`config.mk`:
```
export PLATFORM = sky130hd
export DESIGN_NAME = can_wake_pattern_detector
export DESIGN_NICKNAME = d
export VERILOG_FILES = /design/src/hw/rtl/cwpd_pkg.sv /design/src/hw/rtl/cwpd_cfg.sv /design/src/hw/rtl/cwpd_core.sv /design/src/hw/rtl/can_wake_pattern_detector.sv
export SDC_FILE = /design/constraint.sdc
export NUM_CORES = 1
export LEC_CHECK = 0
export ABC_AREA = 1
export BUFFER_PORTS_ARGS = -buffer_cell sky130_fd_sc_hd__buf_2
export CAP_MARGIN = 20
export CORE_ASPECT_RATIO = 1.2
export CORE_MARGIN = 2
export CORE_UTILIZATION = 55
export DETAILED_ROUTE_END_ITERATION = 6
export HOLD_SLACK_MARGIN = 0.02
export PLACE_DENSITY = 0.72
export SLEW_MARGIN = 10
export SYNTH_ARGS = -nofsm -noshare
export SYNTH_HDL_FRONTEND = slang
export SYNTH_SLANG_ARGS = --single-unit
```
`constraint.sdc`:
```
create_clock -name clk_i -period 15.59 [get_ports clk_i]
set_input_delay 0.7795 -clock clk_i [delete_from_list [all_inputs] [get_ports clk_i]]
set_output_delay 0.7795 -clock clk_i [all_outputs]
set_load 0.02 [all_outputs]
```
`src/hw/rtl/cwpd_pkg.sv`:
```
// ----------------------------------------------------------------------------
// cwpd_pkg: shared types and constants for the can wake pattern detector
// item and result layouts, detector phase codes, bus and mode codes
// ----------------------------------------------------------------------------
package cwpd_pkg;

  localparam int unsigned TimeBits   = 48;
  localparam int unsigned FilterBits = 20;
  localparam int unsigned TimeoutBits = 24;
  localparam int unsigned CfgDataBits = 24;
  localparam int unsigned InDataBits  = 56;
  localparam int unsigned OutDataBits = 8;

  localparam logic [FilterBits-1:0]  FilterReset  = FilterBits'(500);
  localparam logic [TimeoutBits-1:0] TimeoutReset = TimeoutBits'(2000000);

  // register indexes on the config port
  localparam logic CfgFilter  = 1'b0;
  localparam logic CfgTimeout = 1'b1;

  // bus level codes (anything else is undetermined)
  localparam logic [1:0] BusRec = 2'd0;
  localparam logic [1:0] BusDom = 2'd1;

  // operating mode codes
  localparam logic [1:0] ModeStandby = 2'd1;
  localparam logic [1:0] ModeSleep   = 2'd2;

  // reported phase codes
  localparam logic [2:0] CodeIdle = 3'd0;
  localparam logic [2:0] CodeDom1 = 3'd1;
  localparam logic [2:0] CodeRec  = 3'd2;
  localparam logic [2:0] CodeDom2 = 3'd3;
  localparam logic [2:0] CodeDone = 3'd4;

  typedef enum logic [4:0] {
    PH_IDLE = 5'b00001,
    PH_DOM1 = 5'b00010,
    PH_REC  = 5'b00100,
    PH_DOM2 = 5'b01000,
    PH_DONE = 5'b10000
  } phase_e;

  typedef struct packed {
    logic                command;
    logic [1:0]          bus_level;
    logic                wake_pin;
    logic [1:0]          op_mode;
    logic [TimeBits-1:0] timestamp_ns;
  } item_t;

  typedef struct packed {
    logic       wake_request;
    logic       wake_status;
    logic       wake_was_local;
    logic [2:0] pattern_phase;
  } result_t;

  typedef struct packed {
    logic [FilterBits-1:0]  filter_len;
    logic [TimeoutBits-1:0] window_len;
  } cfg_t;

  function automatic logic [2:0] phase_code(phase_e ph);
    logic [2:0] code;
    case (ph)
      PH_IDLE: code = CodeIdle;
      PH_DOM1: code = CodeDom1;
      PH_REC:  code = CodeRec;
      PH_DOM2: code = CodeDom2;
      PH_DONE: code = CodeDone;
      default: code = CodeIdle;
    endcase
    return code;
  endfunction

endpackage

```
`src/hw/rtl/cwpd_cfg.sv`:
```
// ----------------------------------------------------------------------------
// cwpd_cfg: configuration registers
// filter time and timeout, written through a plain write port
// ----------------------------------------------------------------------------
module cwpd_cfg (
  input  logic                                clk_i,
  input  logic                                rst_ni,
  input  logic                                cfg_we_i,
  input  logic                                cfg_index_i,
  input  logic [cwpd_pkg::CfgDataBits-1:0]    cfg_data_i,
  output cwpd_pkg::cfg_t                      cfg_o
);

  logic [cwpd_pkg::FilterBits-1:0]  filter_q;
  logic [cwpd_pkg::TimeoutBits-1:0] timeout_q;

  always_ff @(posedge clk_i or negedge rst_ni) begin
    if (!rst_ni) begin
      filter_q  <= cwpd_pkg::FilterReset;
      timeout_q <= cwpd_pkg::TimeoutReset;
    end else if (cfg_we_i) begin
      case (cfg_index_i)
        cwpd_pkg::CfgFilter:  filter_q  <= cfg_data_i[cwpd_pkg::FilterBits-1:0];
        cwpd_pkg::CfgTimeout: timeout_q <= cfg_data_i[cwpd_pkg::TimeoutBits-1:0];
        default: ;
      endcase
    end
  end

  assign cfg_o.filter_len = filter_q;
  assign cfg_o.window_len = timeout_q;

endmodule

```
`src/hw/rtl/cwpd_core.sv`:
```
// ----------------------------------------------------------------------------
// cwpd_core: wake detector state and single-pass update
// computes the next detector state and flags for one item
// ----------------------------------------------------------------------------
module cwpd_core (
  input  logic            clk_i,
  input  logic            rst_ni,
  input  logic            step_i,
  input  cwpd_pkg::item_t item_i,
  input  cwpd_pkg::cfg_t  cfg_i,
  output cwpd_pkg::result_t result_o
);

  localparam int unsigned TB = cwpd_pkg::TimeBits;

  cwpd_pkg::phase_e phase_q, phase_d;
  logic [TB-1:0]    phase_start_q, phase_start_d;
  logic [TB-1:0]    pat_start_q, pat_start_d;
  logic             req_q, req_d;
  logic             stat_q, stat_d;
  logic             local_q, local_d;
  logic             prev_pin_q, prev_pin_d;

  logic [TB-1:0] since_phase;
  logic [TB-1:0] since_pattern;
  logic          filter_met;
  logic          timed_out;
  logic          in_pattern;
  logic          is_dom;
  logic          is_rec;
  logic          active_mode;

  assign since_phase   = item_i.timestamp_ns - phase_start_q;
  assign since_pattern = item_i.timestamp_ns - pat_start_q;
  assign filter_met    = since_phase >= TB'(cfg_i.filter_len);
  assign in_pattern    = (phase_q == cwpd_pkg::PH_DOM1) || (phase_q == cwpd_pkg::PH_REC) ||
                         (phase_q == cwpd_pkg::PH_DOM2);
  assign timed_out     = in_pattern && (since_pattern >= TB'(cfg_i.window_len));
  assign is_dom        = item_i.bus_level == cwpd_pkg::BusDom;
  assign is_rec        = item_i.bus_level == cwpd_pkg::BusRec;
  assign active_mode   = (item_i.op_mode == cwpd_pkg::ModeStandby) ||
                         (item_i.op_mode == cwpd_pkg::ModeSleep);

  always_comb begin
    phase_d       = phase_q;
    phase_start_d = phase_start_q;
    pat_start_d   = pat_start_q;
    req_d         = req_q;
    stat_d        = stat_q;
    local_d       = local_q;
    prev_pin_d    = prev_pin_q;
    if (item_i.command) begin
      req_d   = 1'b0;
      phase_d = cwpd_pkg::PH_IDLE;
    end else begin
      if (active_mode) begin
        if (timed_out) begin
          phase_d = cwpd_pkg::PH_IDLE;
        end else begin
          case (phase_q)
            cwpd_pkg::PH_IDLE: begin
              if (is_dom) begin
                phase_d       = cwpd_pkg::PH_DOM1;
                phase_start_d = item_i.timestamp_ns;
                pat_start_d   = item_i.timestamp_ns;
              end
            end
            cwpd_pkg::PH_DOM1: begin
              if (!is_dom) begin
                phase_d = cwpd_pkg::PH_IDLE;
              end else if (filter_met) begin
                phase_d       = cwpd_pkg::PH_REC;
                phase_start_d = item_i.timestamp_ns;
              end
            end
            cwpd_pkg::PH_REC: begin
              // undetermined bus leaves the recessive phase alone
              if (is_rec || is_dom) begin
                if (filter_met) begin
                  phase_d       = cwpd_pkg::PH_DOM2;
                  phase_start_d = item_i.timestamp_ns;
                end else if (is_dom) begin
                  phase_d = cwpd_pkg::PH_IDLE;
                end
              end
            end
            cwpd_pkg::PH_DOM2: begin
              if (!is_dom) begin
                phase_d = cwpd_pkg::PH_IDLE;
              end else if (filter_met) begin
                phase_d = cwpd_pkg::PH_DONE;
                req_d   = 1'b1;
                stat_d  = 1'b1;
                local_d = 1'b0;
              end
            end
            default: ;
          endcase
        end
        // local wake: any pin edge while asleep
        if ((item_i.op_mode == cwpd_pkg::ModeSleep) && (item_i.wake_pin != prev_pin_q)) begin
          req_d   = 1'b1;
          stat_d  = 1'b1;
          local_d = 1'b1;
          phase_d = cwpd_pkg::PH_IDLE;
        end
      end else begin
        phase_d = cwpd_pkg::PH_IDLE;
      end
      prev_pin_d = item_i.wake_pin;
    end
  end

  always_ff @(posedge clk_i or negedge rst_ni) begin
    if (!rst_ni) begin
      phase_q    <= cwpd_pkg::PH_IDLE;
      req_q      <= 1'b0;
      stat_q     <= 1'b0;
      local_q    <= 1'b0;
      prev_pin_q <= 1'b0;
    end else if (step_i) begin
      phase_q    <= phase_d;
      req_q      <= req_d;
      stat_q     <= stat_d;
      local_q    <= local_d;
      prev_pin_q <= prev_pin_d;
    end
  end

  // start times only matter outside idle
  always_ff @(posedge clk_i) begin
    if (step_i) begin
      phase_start_q <= phase_start_d;
      pat_start_q   <= pat_start_d;
    end
  end

  assign result_o.wake_request   = req_d;
  assign result_o.wake_status    = stat_d;
  assign result_o.wake_was_local = local_d;
  assign result_o.pattern_phase  = cwpd_pkg::phase_code(phase_d);

endmodule

```
`src/hw/rtl/can_wake_pattern_detector.sv`:
```
// ----------------------------------------------------------------------------
// can_wake_pattern_detector: can transceiver wake-up detector
// remote wake pattern and local wake pin detection on a sample stream
// ----------------------------------------------------------------------------
// usage
//   s_axis carries one beat per bus sample or clear command; tuser is the
//   command bit, tdata packs bus level, wake pin, mode and a 48-bit timestamp.
//   m_axis returns exactly one beat per input beat with the wake flags and
//   the detector phase as they stand after that item.
//   cfg_we_i / cfg_index_i / cfg_data_i write the filter time (index 0) and
//   the timeout (index 1); write them only while no beat is in flight.
// timing
//   an accepted beat lands in the input register, the detector update runs
//   in one pass from there into the output register, which drives m_axis.
//   one beat per cycle sustained while m_axis_tready stays high; the state
//   registers close their loop in the same cycle, so there is no bubble
//   between dependent samples.
// reset
//   rst_ni clears both pipeline valids, the flags, the pin history and puts
//   the detector idle; config returns to 500 ns filter and 2 ms timeout.
// stall
//   when m_axis_tready is low the output register holds its beat, the input
//   register still fills once, then s_axis_tready drops until space frees.
// ----------------------------------------------------------------------------
module can_wake_pattern_detector (
  input  logic                                clk_i,
  input  logic                                rst_ni,
  input  logic                                s_axis_tvalid,
  output logic                                s_axis_tready,
  // [1:0] bus_level, [2] wake_pin, [4:3] op_mode, [52:5] timestamp_ns, rest zero
  input  logic [cwpd_pkg::InDataBits-1:0]     s_axis_tdata,
  // [0] command
  input  logic                                s_axis_tuser,
  output logic                                m_axis_tvalid,
  input  logic                                m_axis_tready,
  // [0] wake_request, [1] wake_status, [2] wake_was_local, [5:3] pattern_phase
  output logic [cwpd_pkg::OutDataBits-1:0]    m_axis_tdata,
  input  logic                                cfg_we_i,
  input  logic                                cfg_index_i,
  input  logic [cwpd_pkg::CfgDataBits-1:0]    cfg_data_i
);

  cwpd_pkg::cfg_t    cfg;
  cwpd_pkg::item_t   in_item;
  cwpd_pkg::item_t   item_q;
  cwpd_pkg::result_t result;
  cwpd_pkg::result_t out_q;
  logic              item_valid_q;
  logic              out_valid_q;
  logic              advance;

  // unpack the incoming beat
  assign in_item.command      = s_axis_tuser;
  assign in_item.bus_level    = s_axis_tdata[1:0];
  assign in_item.wake_pin     = s_axis_tdata[2];
  assign in_item.op_mode      = s_axis_tdata[4:3];
  assign in_item.timestamp_ns = s_axis_tdata[52:5];

  // input register moves on when the output register is free or draining
  assign advance       = item_valid_q && (!out_valid_q || m_axis_tready);
  assign s_axis_tready = !item_valid_q || advance;

  always_ff @(posedge clk_i or negedge rst_ni) begin
    if (!rst_ni) begin
      item_valid_q <= 1'b0;
      out_valid_q  <= 1'b0;
    end else begin
      if (s_axis_tready) begin
        item_valid_q <= s_axis_tvalid;
      end
      if (advance) begin
        out_valid_q <= 1'b1;
      end else if (m_axis_tready) begin
        out_valid_q <= 1'b0;
      end
    end
  end

  always_ff @(posedge clk_i) begin
    if (s_axis_tready && s_axis_tvalid) begin
      item_q <= in_item;
    end
    if (advance) begin
      out_q <= result;
    end
  end

  cwpd_cfg u_cfg (
    .clk_i       (clk_i),
    .rst_ni      (rst_ni),
    .cfg_we_i    (cfg_we_i),
    .cfg_index_i (cfg_index_i),
    .cfg_data_i  (cfg_data_i),
    .cfg_o       (cfg)
  );

  // state advances exactly once per beat leaving the input register
  cwpd_core u_core (
    .clk_i    (clk_i),
    .rst_ni   (rst_ni),
    .step_i   (advance),
    .item_i   (item_q),
    .cfg_i    (cfg),
    .result_o (result)
  );

  assign m_axis_tvalid = out_valid_q;
  assign m_axis_tdata  = {2'b00, out_q.pattern_phase, out_q.wake_was_local,
                          out_q.wake_status, out_q.wake_request};

endmodule

```
== After elaboration in Yosys (flattened, before gate mapping) ==
Index checks and enable logic that the tools add are counted.

* Register bits after elaboration: 211
* Input bits: 87
* Output and inout port bits: 10
* Word-level logic and storage cells: 104

* $add $sub $neg: 2
* Order comparisons: 2
* Eq/ne operators: 15
* Mux-type cells: 42
* Bitwise logic cells: 3
* Reductions and logical operators: 20

{| class="wikitable"
|+ Operator list
! operator !! count
|-
| $mux 48 || 4
|-
| $pmux 48 s3 || 1
|-
| $sub 48x48->48 || 2
|-
| $mux 5 || 12
|-
| $ge 48x20->1 || 1
|-
| $ge 48x24->1 || 1
|-
| $mux 1 || 23
|-
| $pmux 5 s4 || 1
|-
| $pmux 3 s4 || 1
|-
| $eq 5x2->1 const B || 2
|-
| $eq 5x3->1 const B || 2
|-
| $eq 5x4->1 const B || 2
|-
| $reduce_and 8->1 || 1
|-
| $logic_or 1x1->1 || 6
|-
| $reduce_and 2->1 || 3
|-
| $reduce_and 6->1 || 1
|-
| $eq 5x1->1 const B || 1
|-
| $eq 5x5->1 const B || 1
|-
| $eq 2x1->1 const B || 2
|-
| $logic_and 1x1->1 || 4
|-
| $ne 2x1->1 const B || 2
|-
| $not 1->1 || 3
|-
| $reduce_bool 3->1 || 1
|-
| $eq 2x2->1 const B || 1
|-
| other kinds (5) || 6
|}

== Longest topological paths before layout ==
Gate-level depths: netlist of the first run.

* Depth after elaboration: 11
* Depth in mapped cells: 34
* Mapped depth without buffers: 34

== Hierarchy ==
From an unflattened synthesis of the first run, not the netlist that was laid out.

* Cells, all modules: 2417
* Area, all modules: 17005.1 sq um

{| class="wikitable"
|+ By module, submodules not included
! module !! times used !! cells each !! area each (sq um) !! sequential area each (sq um)
|-
| cwpd_core || 1 || 2149 || 13276.5 || 3109.2
|-
| can_wake_pattern_detector || 1 || 75 || 1915.6 || 1851.8
|-
| cwpd_cfg || 1 || 193 || 1813.0 || 1117.3
|}

== Worst setup path after synthesis of the first run ==
No wires, ideal clock.

* Kind: reg2reg
* Start point: reg item_q[0] (netlist name)
* End point: reg u_core.phase_start_q[0] (enable)
* Setup time: 0.711 ns
* Arrival time: 10.323 ns
* Data required time: 14.879 ns
* Slack: 4.556 ns
* Stages on the path, launching flop included: 23
* Path buffers: 0
* Clock period less this slack: 11.034 ns
* Path through: edfxtp_1 inv_1 ha_1 inv_1 fa_1 nand3_1 nand3_2 nand2_1 nand2_2 a21oi_1 xor2_1 ha_1 nand2_1 o21ai_0 a21oi_1 nand3_1 nor2_1 nand4_1 nor2_1 nand3_1 nand2_2 inv_1 a2111oi_0

* Cells in the longest elaborated chain, start to end: 5

{| class="wikitable"
|+ RTL lines
! item !! line !! source
|-
| start, declared || can_wake_pattern_detector.sv:45 || <nowiki>cwpd_pkg::item_t item_q;</nowiki>
|-
| start signal, assigned || can_wake_pattern_detector.sv:81 || <nowiki>item_q <= in_item;</nowiki>
|-
| $sub 48x48->48 || cwpd_core.sv:34 || <nowiki>assign since_pattern = item_i.timestamp_ns - pat_start_q;</nowiki>
|-
| $ge 48x24->1 || cwpd_core.sv:38 || <nowiki>assign timed_out = in_pattern && (since_pattern >= TB'(cfg_i.window_len));</nowiki>
|-
| $logic_and 1x1->1 || cwpd_core.sv:38 ||
|-
| $not 1->1 (no source line) || - ||
|-
| $reduce_and 8->1 (no source line) || - ||
|-
| end signal, assigned || cwpd_core.sv:133 || <nowiki>phase_start_q <= phase_start_d;</nowiki>
|-
| end, declared || cwpd_core.sv:17 || <nowiki>logic [TB-1:0] phase_start_q, phase_start_d;</nowiki>
|}

No other way between the ends.
A chain may end at the register's enable or synchronous reset.

== Final worst setup path of the first run ==
* Start point: reg item_q[0] (netlist name)
* End point: reg u_core.phase_start_q[8] (enable)

Same word-level chain as after synthesis.

==> results.md, run 1 <==
- Main combinational cell family by area after synthesis: simple AND/OR/NAND/NOR gates
- Leak: ~9.7 nW
- CTS H-tree depth: 1
- Post-route minimum period: roughly 5.2 ns
- Max_cap viols: 0
- Drt wl/cell: between 15 and 20 um
- Area grow syn2layout: 10.6%
- CTS tree: built
- RSZ-0062 raised after global routing: false
- Initial core utilization: 0.562
- Slew Limit Fails: 0
- Warning count from the yosys run: 0
- PortBufs: between 90 and 100
- Vias post-DR: around 15000
- Top cell type's share of synthesized area: 0.280
- Fraction of layout cells with a size suffix above 1: 0.0930
- TritonCTS buffer count: 24
- Ys async rst share: 0.261
- GRT Residual Overflow: 0
- Pwr dens: 101 mW/mm^2
- Initial antenna violation count: 0
- Total GRT Usage: 0.303
- Compound-Gate Fraction of Synth Area: 0.0827
- Setup bufs post-CTS: 0
- Worst flop-to-flop path endpoint: u_core.phase_start_q[8]
- Yosys reg bits: roughly 210
- Vias per cell: about 5.2
- Register area share after synthesis: 0.363
- Nets: between 2000 and 3000
- Clock sink count: 211
- Setup TNS after final layout: 0 ns
- Rel. slew slack: 0.480
- Xor and xnor fraction of the mapped netlist area: 0.0230
- I/O pin count: 97
- Final GP Congestion: approximately 0.99
- Buffer depth of the longest clock path: 3
- Crit-path max FO: 47
- Final hold slack: around 0.40 ns
- CP arrival: between 5 and 6 ns
- Clock skew: 0.0172 ns
- Syn Std Cell Area: between 0.015 and 0.02 sq mm
- Core ar.: 0.0298 sq mm
- Synth unique cells: 43
- Syn avg cell area: roughly 7.0 sq um
- Remaining DRCs: 0
- CTS Hold Bufs: 0
- Post-synthesis simple-gate area fraction: 0.310
- Status: finished clean
- Number of global-route vias before repair: 14600
- Post-synthesis mux area share: 0
- Post-DP HPWL: between 30000 and 40000 um
- Cell taking the most area after synthesis: edfxtp_1
- Adder-cell area share of the yosys netlist: 0.106
- Total wire length: between 40000 and 50000 um
- Worst vdd ir: about 0.098 mV
- Final setup violation count: 0
- FF-to-FF path depth: 24
- Clk slew on worst S/H paths: about 0.080 ns
- R2r setup slk: approximately 10 ns
- Antenna-violating nets left: 0
- Crit end category: flip-flop
- Site row count: 69
- Top_reg_cell synth: edfxtp_1
- Largest net degree at the start of global routing: 56
- Die ar.: around 0.032 sq mm
- Fmax: about 190 MHz
- Critical path class: flip-flop to flip-flop
- Final period utilization: 0.337
- Worst EP required: approximately 16 ns
- Worst skew pair latency: between 0.5 and 0.6 ns
- Post-cts gate resize count: 0
- Reg2reg start: item_q[0]
- First-pass iteration count of the detailed router: 5
- Root Driver: clkbuf_16
- Synth area leaders: edfxtp_1, nand2_1, inv_1
- Gate Count Post-Synth: ~2400
- First DRT Iteration DRCs: 1077
- Startpoint Class: flip-flop
- Inserted Diodes: 0
- Chip Height: 195 um
- Slew @ Worst Pin: around 0.78 ns
- Post-synth EDFFs: between 150 and 200
- Final hold violation count: 0
- Global-route wire length before repair: between 70000 and 80000 um
- Hold WC Path Type: primary input to async pin
- Die width: between 150 and 200 um
[synth_stat cells, types with 11 or more instances]
cell type  instances
nand2_1          770
inv_1            487
nor2_1           200
edfxtp_1         156
ha_1             139
a21oi_1          123
nand3_1          109
o21ai_0           81
dfrtp_1           41
nand4_1           40
xor2_1            33
nand2_2           27
nor2_2            27
nor3_1            17
o21bai_1          16
nand3b_1          15
dfstp_2           14
xnor2_1           11
[worst max-delay path by stage]
| stage | end | startpoint | slack [ns] |
|---|---|---|---|
| finish | u_core.phase_start_q[8] | item_q[0] | 10.34 |
| global route | u_core.phase_start_q[8] | item_q[0] | 9.92 |
| detailed placement | u_core.phase_start_q[10] | item_q[0] | 10.38 |
| floorplan | u_core.phase_start_q[0] | item_q[0] | 4.56 |
| global placement | u_core.phase_start_q[1] | item_q[0] | 10.46 |
| CTS | u_core.phase_start_q[12] | item_q[0] | 10.37 |
[where the power goes]
part / internal (mW) / switching, mW
clock network: 0.336 / 0.248
registers: 0.664 / 0.0382
logic: 0.195 / 0.391
[layer usage]
layer  routed length, um  track usage  vias to the layer above
met4                2800        0.157                        0
met1               19900        0.375                     6791
met5                   0            0                        -
li1                    -            -                     7769
met3                2720       0.0367                      132
met2               22200        0.518                      511
[placed cells by master, fill, tap and decap left out, drive strengths merged, types with 84 or more instances in the layout]
cell | Yosys | final
edfxtp | 156 | 156
ha | 139 | 139
inv | 493 | 496
buf | 2 | 97
o21ai | 84 | 84
a21oi | 129 | 129
nand2 | 797 | 797
nor2 | 229 | 229
nand3 | 119 | 119
[registers in the layout (all words and copies together) (netlist names)]
register / count
u_core.pat_start_q: 48
u_core.local_q: 1
u_core.phase_start_q: 48
u_cfg.timeout_q: 24
u_core.stat_q: 1
m_axis_tvalid: 1
u_cfg.filter_q: 20
u_core.phase_q: 5
item_q: 54
m_axis_tdata: 6
u_core.prev_pin_q: 1
u_core.req_q: 1
item_valid_q: 1
[area by class of cell]
type                    instances  area, sq um
clock inverters                12          111
multi-input cells            1669         8750
flip-flops and latches        211         6080
clock buffers                  32          698
repair buffers                 97          508
well taps                     390          488
inverters                     496         1860
fillers                      2765        11300
[through the flow]
step / worst slack, ns / cells / power [mW] / utilization / instance area [sq um]
after detailed placement: 10.38 / 2862 / 1.29 / 0.593 / 17700
after global routing: 9.92 / 2907 / 1.99 / 0.621 / 18500
after floorplan: 4.56 / 2388 / 1.12 / - / 16700
final: 10.34 / 2907 / 1.87 / 0.621 / 18500
after CTS: 10.37 / 2906 / 1.88 / 0.620 / 18500
after global placement: 10.46 / 2862 / 1.28 / 0.593 / 17700
[critical path, cell delays in order, from the launching register on]
cell and delay (ns):
edfxtp_1 0.41, inv_1 0.11, ha_1 0.15, inv_1 0.11, fa_1 0.51, nand3_1 0.14
nand3_2 0.17, nand2_1 0.12, nand2_2 0.13, nand2_1 0.09, nand2_1 0.09, xor2_1 0.17
ha_1 0.19, a21oi_1 0.14, o21ai_0 0.10, a21oi_1 0.18, nand3_1 0.10, nor2_1 0.15
nand4_1 0.12, nor2_1 0.14, nand3_1 0.27, nand2_2 0.23, inv_1 0.09, a2111oi_2 0.27
buf_4 0.59
[logic make-up after synthesis]
group / Yosys count
simple gates: 1229
buf+inv: 508
compound gates: 253
flops: 211
fa+ha+maj: 141
xor+xnor: 44
other cells: 1
Power figures use the tool's default switching activity.
==> run 2, diff against run 1 <==
- clock period: 15.59 -> 5 ns (I/O delays scaled with it)
==> run 2 against run 1 <==
Sequential share of layout area is 1.7 points lower. Design area is 5.5% higher. Fmax is 9.6% higher.
==> results.md, run 2 (synthesis results as in run 1) <==
- Initial core utilization: 0.562
- Total wire length: about 53000 um
- Critical path class: flip-flop to flip-flop
- PortBufs: just over 90
- Top Registers: item_q: 54 flops, u_core.pat_start_q: 48 flops, u_core.phase_start_q: 48 flops
- Setup crit start: item_q[0]
- Final setup violation count: 0
- Vias per cell: about 5.3
- Fmax: 209 MHz
- Cell-internal power: 3.90 mW
- FF-to-FF path depth: 25
- Reg2reg start: item_q[0]
- Post-DP HPWL: 40700 um
- Area grow syn2layout: 16.7%
- Worst skew pair latency: 0.54 ns
- Core ar.: slightly below 0.03 sq mm
- Fraction of layout cells with a size suffix above 1: 0.0964
- Crit-path max FO: 24
- Vias post-DR: 15900
- Clock skew: about 0.022 ns
- Finished layout cell area: slightly below 0.02 sq mm
- Worst EP required: 5.22 ns
- Most common cell after layout, fill and taps aside: nand2_1
- Max_cap viols: 0
- CP arrival: 5.01 ns
- Setup TNS after final layout: 0 ns
- Slew @ Worst Pin: approximately 0.84 ns
- Post-route minimum period: approximately 4.8 ns
- Startpoint Class: flip-flop
- Clk slew on worst S/H paths: 0.07 ns
- Root Driver: clkbuf_16
- Area after DPL: approximately 0.018 sq mm
- Status: finished clean
- I/O pin count: 97
- Global-route wire length before repair: ~80000 um
- Remaining DRCs: 0
- Sw frac: 0.356
- Max reg flops: 54
- Hold Path Depth: 5
- Hold Crit Start: cfg_index_i
- Drt wl/cell: between 15 and 20 um
- First-pass iteration count of the detailed router: 5
- CTS tree: built
- Rel. slew slack: 0.437
- R2r setup slk: approximately 0.21 ns
- Gate power share: 0.324
- Fill cell total of the finished layout: around 2600
- Pwr dens: approximately 310 mW/mm^2
- Die ar.: 0.0318 sq mm
- Slew Limit Fails: 0
- CTS H-tree depth: 1
- Leak: roughly 10 nW
- Final GP Congestion: about 0.97
- Inserted Diodes: 0
- GRT Residual Overflow: 0
- Clock sink count: approximately 210
- Core Util, Final: 0.655
- Antenna-violating nets left: 0
- Site row count: a little under 70
- Most frequent cells in the layout: nand2_1, inv_1, nor2_1, edfxtp_1, ha_1
- Number of global-route vias before repair: between 15000 and 20000
- Worst vdd ir: 0.344 mV
- Nets: 2824
- FF/Latch Area: about 0.006 sq mm
- Chip Height: 195 um
- Clock Power Share: 0.314
- Cell count after placement: around 2900
- Area of the multi-input gates: 0.00878 sq mm
- Finished Layout Cells: 3004
- Worst flop-to-flop path endpoint: u_core.phase_start_q[29]
- Final hold violation count: 0
- Sequential power share: 0.361
- Biggest register: item_q
- TritonCTS buffer count: 24
- Worst Setup EP: u_core.phase_start_q[29]
- Initial antenna violation count: 0
- Hold WC Path Type: primary input to flip-flop
- Buffer depth of the longest clock path: 3
- Die width: ~160 um
- Total GRT Usage: 0.331
- Largest net degree at the start of global routing: 56
- Crit end category: flip-flop
- First DRT Iteration DRCs: between 1000 and 1500
- Final period utilization: 0.958
- Psw: about 2.2 mW
run 2: cell types whose count changed in the layout (fill, tap and decap cells not counted), moves of 2 or more:
cell	delta
clkinv_2	-2
buf_4	+14
clkinvlp_4	+2
bufinv_16	+3
clkbuf_8	+2
dlygate4sd3_1	+81
run 2: cell type report:
| cell class | count | area share |
|---|---|---|
| Multi-Input combinational cell | 1669 | 0.450 |
| Clock inverter | 12 | 0.00885 |
| Inverter | 496 | 0.0954 |
| Sequential cell | 211 | 0.311 |
| Tap cell | 390 | 0.0250 |
| Clock buffer | 32 | 0.0344 |
| Timing Repair Buffer | 194 | 0.0750 |
run 2: power groups by stage:
stage | Combinational (mW) | Sequential, mW | Clock (mW)
2_1_floorplan | 1.32 | 2.18 | 0
3_3_place_gp | 1.80 | 2.21 | 0
3_5_place_dp | 1.84 | 2.22 | 0
4_1_cts | 1.91 | 2.19 | 1.91
5_1_grt | 2.20 | 2.20 | 1.98
6_report | 1.96 | 2.19 | 1.90
run 2: metal layers:
layer | global-route usage | part of all wire
met1 | 0.393 | 0.39
met2 | 0.562 | 0.47
met3 | 0.0433 | 0.066
met4 | 0.209 | 0.075
met5 | 0 | 0
run 2: stage by stage:
step | power (mW) | hold WS [ns] | setup WS, ns
finish | 6.05 | 0.272 | 0.211
global placement | 4.02 | 0.427 | 0.338
CTS | 6.00 | 0.259 | 0.211
floorplan | 3.51 | -0.0456 | 0.0520
detailed placement | 4.06 | 0.428 | 0.228
global route | 6.38 | 0.333 | -0.0226
run 2: critical path, cell delays in order (launching register included):
cell       delay [ns]
edfxtp_1         0.41
inv_1            0.10
ha_1             0.18
inv_1            0.11
fa_1             0.49
nand3_1          0.15
nand3_2          0.17
nand2_1          0.12
nand2_2          0.13
nand2_1          0.09
nand2_1          0.15
xor2_1           0.19
ha_1             0.18
a21oi_1          0.15
nor3_1           0.06
a211oi_1         0.21
a21oi_1          0.18
nand3_1          0.13
nand2_1          0.06
inv_1            0.06
nand3_2          0.18
nand2_2          0.17
inv_1            0.10
a2111oi_4        0.29
buf_4            0.20
buf_8            0.22
run 2: worst min path at each step:
| stage | slack (ns) | to |
|---|---|---|
| after floorplan | -0.05 | item_valid_q |
| final | 0.27 | u_cfg.timeout_q[15] |
| after global routing | 0.33 | u_cfg.timeout_q[17] |
| after global placement | 0.43 | u_cfg.filter_q[9] |
| after detailed placement | 0.43 | item_q[49] |
| after CTS | 0.26 | u_cfg.timeout_q[10] |
run 2: what timing repair did:
action / 4_1_cts / 5_1_grt
resized for setup: 0 / 5
buffers inserted: 0 / 5
hold buffers: 81 / 0
endpoints found under the setup margin: 0 / 51
hold endpoints to repair: 139 / 0
==> run 3, diff against run 2 <==
- ABC_AREA: 1 -> 0
- CTS_CLUSTER_SIZE: unset -> 10
==> run 3 against run 2 <==
The run now ends with setup timing left. Design area rose by 3.1%. Critical path depth rose by 2. Synthesized cell count fell by 31%. Fmax fell by 15%. Power fell by 10%. Combinational power fell by 21%. Wire length rose by 4.8%. Final cell count fell by 21%. Sequential share of layout area fell by 0.93 points. Critical path type unchanged.
==> results.md, run 3 <==
- Status: complete, but fails checks
- Failing checks: setup timing
- Final setup violation count: between 100 and 150
- Worst flop-to-flop path endpoint: u_core.phase_start_q[18]
- Worst vdd ir: ~0.42 mV
- Synth area leaders: edfxtp_1, ha_1, dfrtp_1
- Top cell type's share of synthesized area: 0.309
- Number of global-route vias before repair: around 14000
- Hold Path Depth: 2
- Area after DPL: ~0.017 sq mm
- Max reg flops: 54
- Startpoint Class: flip-flop
- Crit-path leading delay family: simple AND/OR/NAND/NOR gates
- R2r setup slk: -0.64 ns
- Rel. slew slack: 0.265
- Worst EP required: around 5.3 ns
- Cell repeated most along the worst path: a21oi_2
- Max_cap viols: 0
- PortBufs: just over 90
- Pwr dens: ~270 mW/mm^2
- Worst Hold End: u_cfg.timeout_q[15]
- Fill cell total of the finished layout: around 1800
- Remaining DRCs: 0
- Most common cell after layout, fill and taps aside: buf_4
- Die width: ~160 um
- Commonest cells in the synthesized netlist: inv_1, nand2_1, edfxtp_1, a21oi_1, ha_1
- Fraction of layout cells with a size suffix above 1: 0.259
- Worst skew pair latency: 0.55 ns
- Ys async rst share: 0.261
- Clk slew on worst S/H paths: approximately 0.060 ns
- Biggest register: item_q
- CTS tree: built
- Warning count from the yosys run: 0
- Fmax: 177 MHz
- Core ar.: roughly 0.027 sq mm
- Total GRT Usage: 0.352
- Register area share after synthesis: 0.401
- CTS H-tree depth: 1
- Crit-path max FO: 8
- Post-route minimum period: 5.64 ns
- Slew Limit Fails: 0
- Critical path buffers and inverters: 7
- Leak: 8.62 nW
- Global-route wire length before repair: 77900 um
- Gate Count Post-Synth: between 1500 and 2000
- First-pass iteration count of the detailed router: 6
- Area grow syn2layout: 32.6%
- Cell count after placement: between 2000 and 2500
- Post-route setup slack: -0.644 ns
- TritonCTS buffer count: 26
- Finished Layout Cells: roughly 2400
- Vias per cell: slightly above 6
- Vias post-DR: 14600
- Cell taking the most area after synthesis: edfxtp_1
- Syn avg cell area: 9.27 sq um
- Site row count: 66
- Buffer depth of the longest clock path: 3
- Post-DP HPWL: 37900 um
- CP arrival: 5.90 ns
- Final GP Congestion: about 1
- GRT Residual Overflow: 0
- Crit end category: flip-flop
- Clock sink count: between 200 and 250
- Top-count cell post-synth: inv_1
- CP max stage delay: approximately 0.53 ns
- Inserted Diodes: 0
- Clock skew: about 0.015 ns
- I/O pin count: 97
- Initial antenna violation count: 0
- Yosys reg bits: 211
- Drt wl/cell: ~23 um
- Slew @ Worst Pin: between 1 and 1.5 ns
- Hold WC Path Type: primary input to flip-flop
- RSZ-0062 raised after global routing: true
- Nets: 2252
- First DRT Iteration DRCs: around 1300
- Slowest-stage cell, CP: or4_1
- Synth unique cells: between 80 and 90
- Chip Height: between 150 and 200 um
- Syn Std Cell Area: about 0.015 sq mm
- Initial core utilization: 0.560
- FF-to-FF path depth: 27
- Top_reg_cell synth: edfxtp_1
- Final hold violation count: 0
- Most frequent cells in the layout: buf_4, inv_1, edfxtp_1, nand2_1
- Root Driver: clkbuf_16
- Final period utilization: 1.13
- Critical path class: flip-flop to flip-flop
- Top Registers: item_q: 54 flops, u_core.pat_start_q: 48 flops, u_core.phase_start_q: 48 flops
- Final hold slack: around 0.028 ns
- Largest net degree at the start of global routing: 55
- Total power: between 5 and 6 mW
- Die ar.: between 0.02 and 0.03 sq mm
- Antenna-violating nets left: 0
- Total wire length: between 50000 and 60000 um
- Reg2reg start: item_q[0]
- Post-synth EDFFs: around 160
- Finished layout cell area: approximately 0.020 sq mm
- Hold Crit Start: cfg_data_i[15]
## run 3: logic make-up (layout without fill, tap and decap cells)
kind of cell | after synthesis | count (layout) | synth area share
muxes | 32 | 32 | 0.0235
xor gates and xnor gates | 63 | 63 | 0.0364
buffers and inverters | 227 | 634 | 0.0588
adders and majority gates | 141 | 141 | 0.117
AOI/OAI and AO/OA | 478 | 478 | 0.207
other | 1 | 2 | 0.000247
and+or+nand+nor | 483 | 483 | 0.156
DFF | 211 | 211 | 0.401
## run 3: stage by stage
step	worst slack [ns]	setup TNS (ns)	utilization
floorplan	-1.28	-63.66	-
global placement	-0.489	-31.14	0.643
detailed placement	-0.718	-61.31	0.643
CTS	-0.396	-36.45	0.720
global route	-0.915	-94.06	0.743
finish	-0.644	-64.92	0.743
## run 3: cell type report
| cell class | instances | area [sq um] | area share |
|---|---|---|---|
| multi-input combinational | 1199 | 8780 | 0.436 |
| sequential | 211 | 6080 | 0.302 |
| timing repair buffer | 424 | 3430 | 0.171 |
| clock buffer | 46 | 787 | 0.0391 |
| inverter | 162 | 608 | 0.0302 |
| tap | 340 | 425 | 0.0211 |
| clock inverter | 2 | 13.8 | 0.000684 |
## run 3: what timing repair did
item,4_1_cts,5_1_grt
pin swaps,45,28
hold endpoints to repair,132,0
endpoints found under the setup margin,110,110
resized for setup,42,68
cloned,3,7
hold buffers,79,0
buffers inserted,26,23
## run 3: where the power goes
part / switching [mW] / leakage [nW] / internal (mW) / total (mW)
clock: 0.734 / 0.387 / 1.05 / 1.79
combinational: 0.863 / 6.15 / 0.685 / 1.55
sequential: 0.0845 / 2.08 / 2.02 / 2.10
total: 1.68 / 8.62 / 3.76 / 5.44
## run 3: worst max path at each step
stage	slack (ns)	startpoint	depth (start not counted)	endpoint
floorplan	-1.28	item_q[0]	24	u_core.phase_start_q[0]
global placement	-0.49	item_q[12]	22	m_axis_tdata[4]
detailed placement	-0.72	item_q[1]	20	m_axis_tdata[4]
CTS	-0.40	item_q[0]	27	u_core.pat_start_q[31]
global route	-0.91	item_q[0]	27	u_core.phase_start_q[26]
finish	-0.64	item_q[0]	27	u_core.phase_start_q[18]
## run 3: layer usage
layer | wire length (um) | GRT usage | vias up | part of all wire
met5 | 0 | 0 | - | 0
met4 | 4070 | 0.205 | 0 | 0.074
met3 | 3770 | 0.0391 | 222 | 0.069
met2 | 26200 | 0.614 | 697 | 0.47
met1 | 21100 | 0.422 | 6911 | 0.38
li1 | - | - | 6818 | -
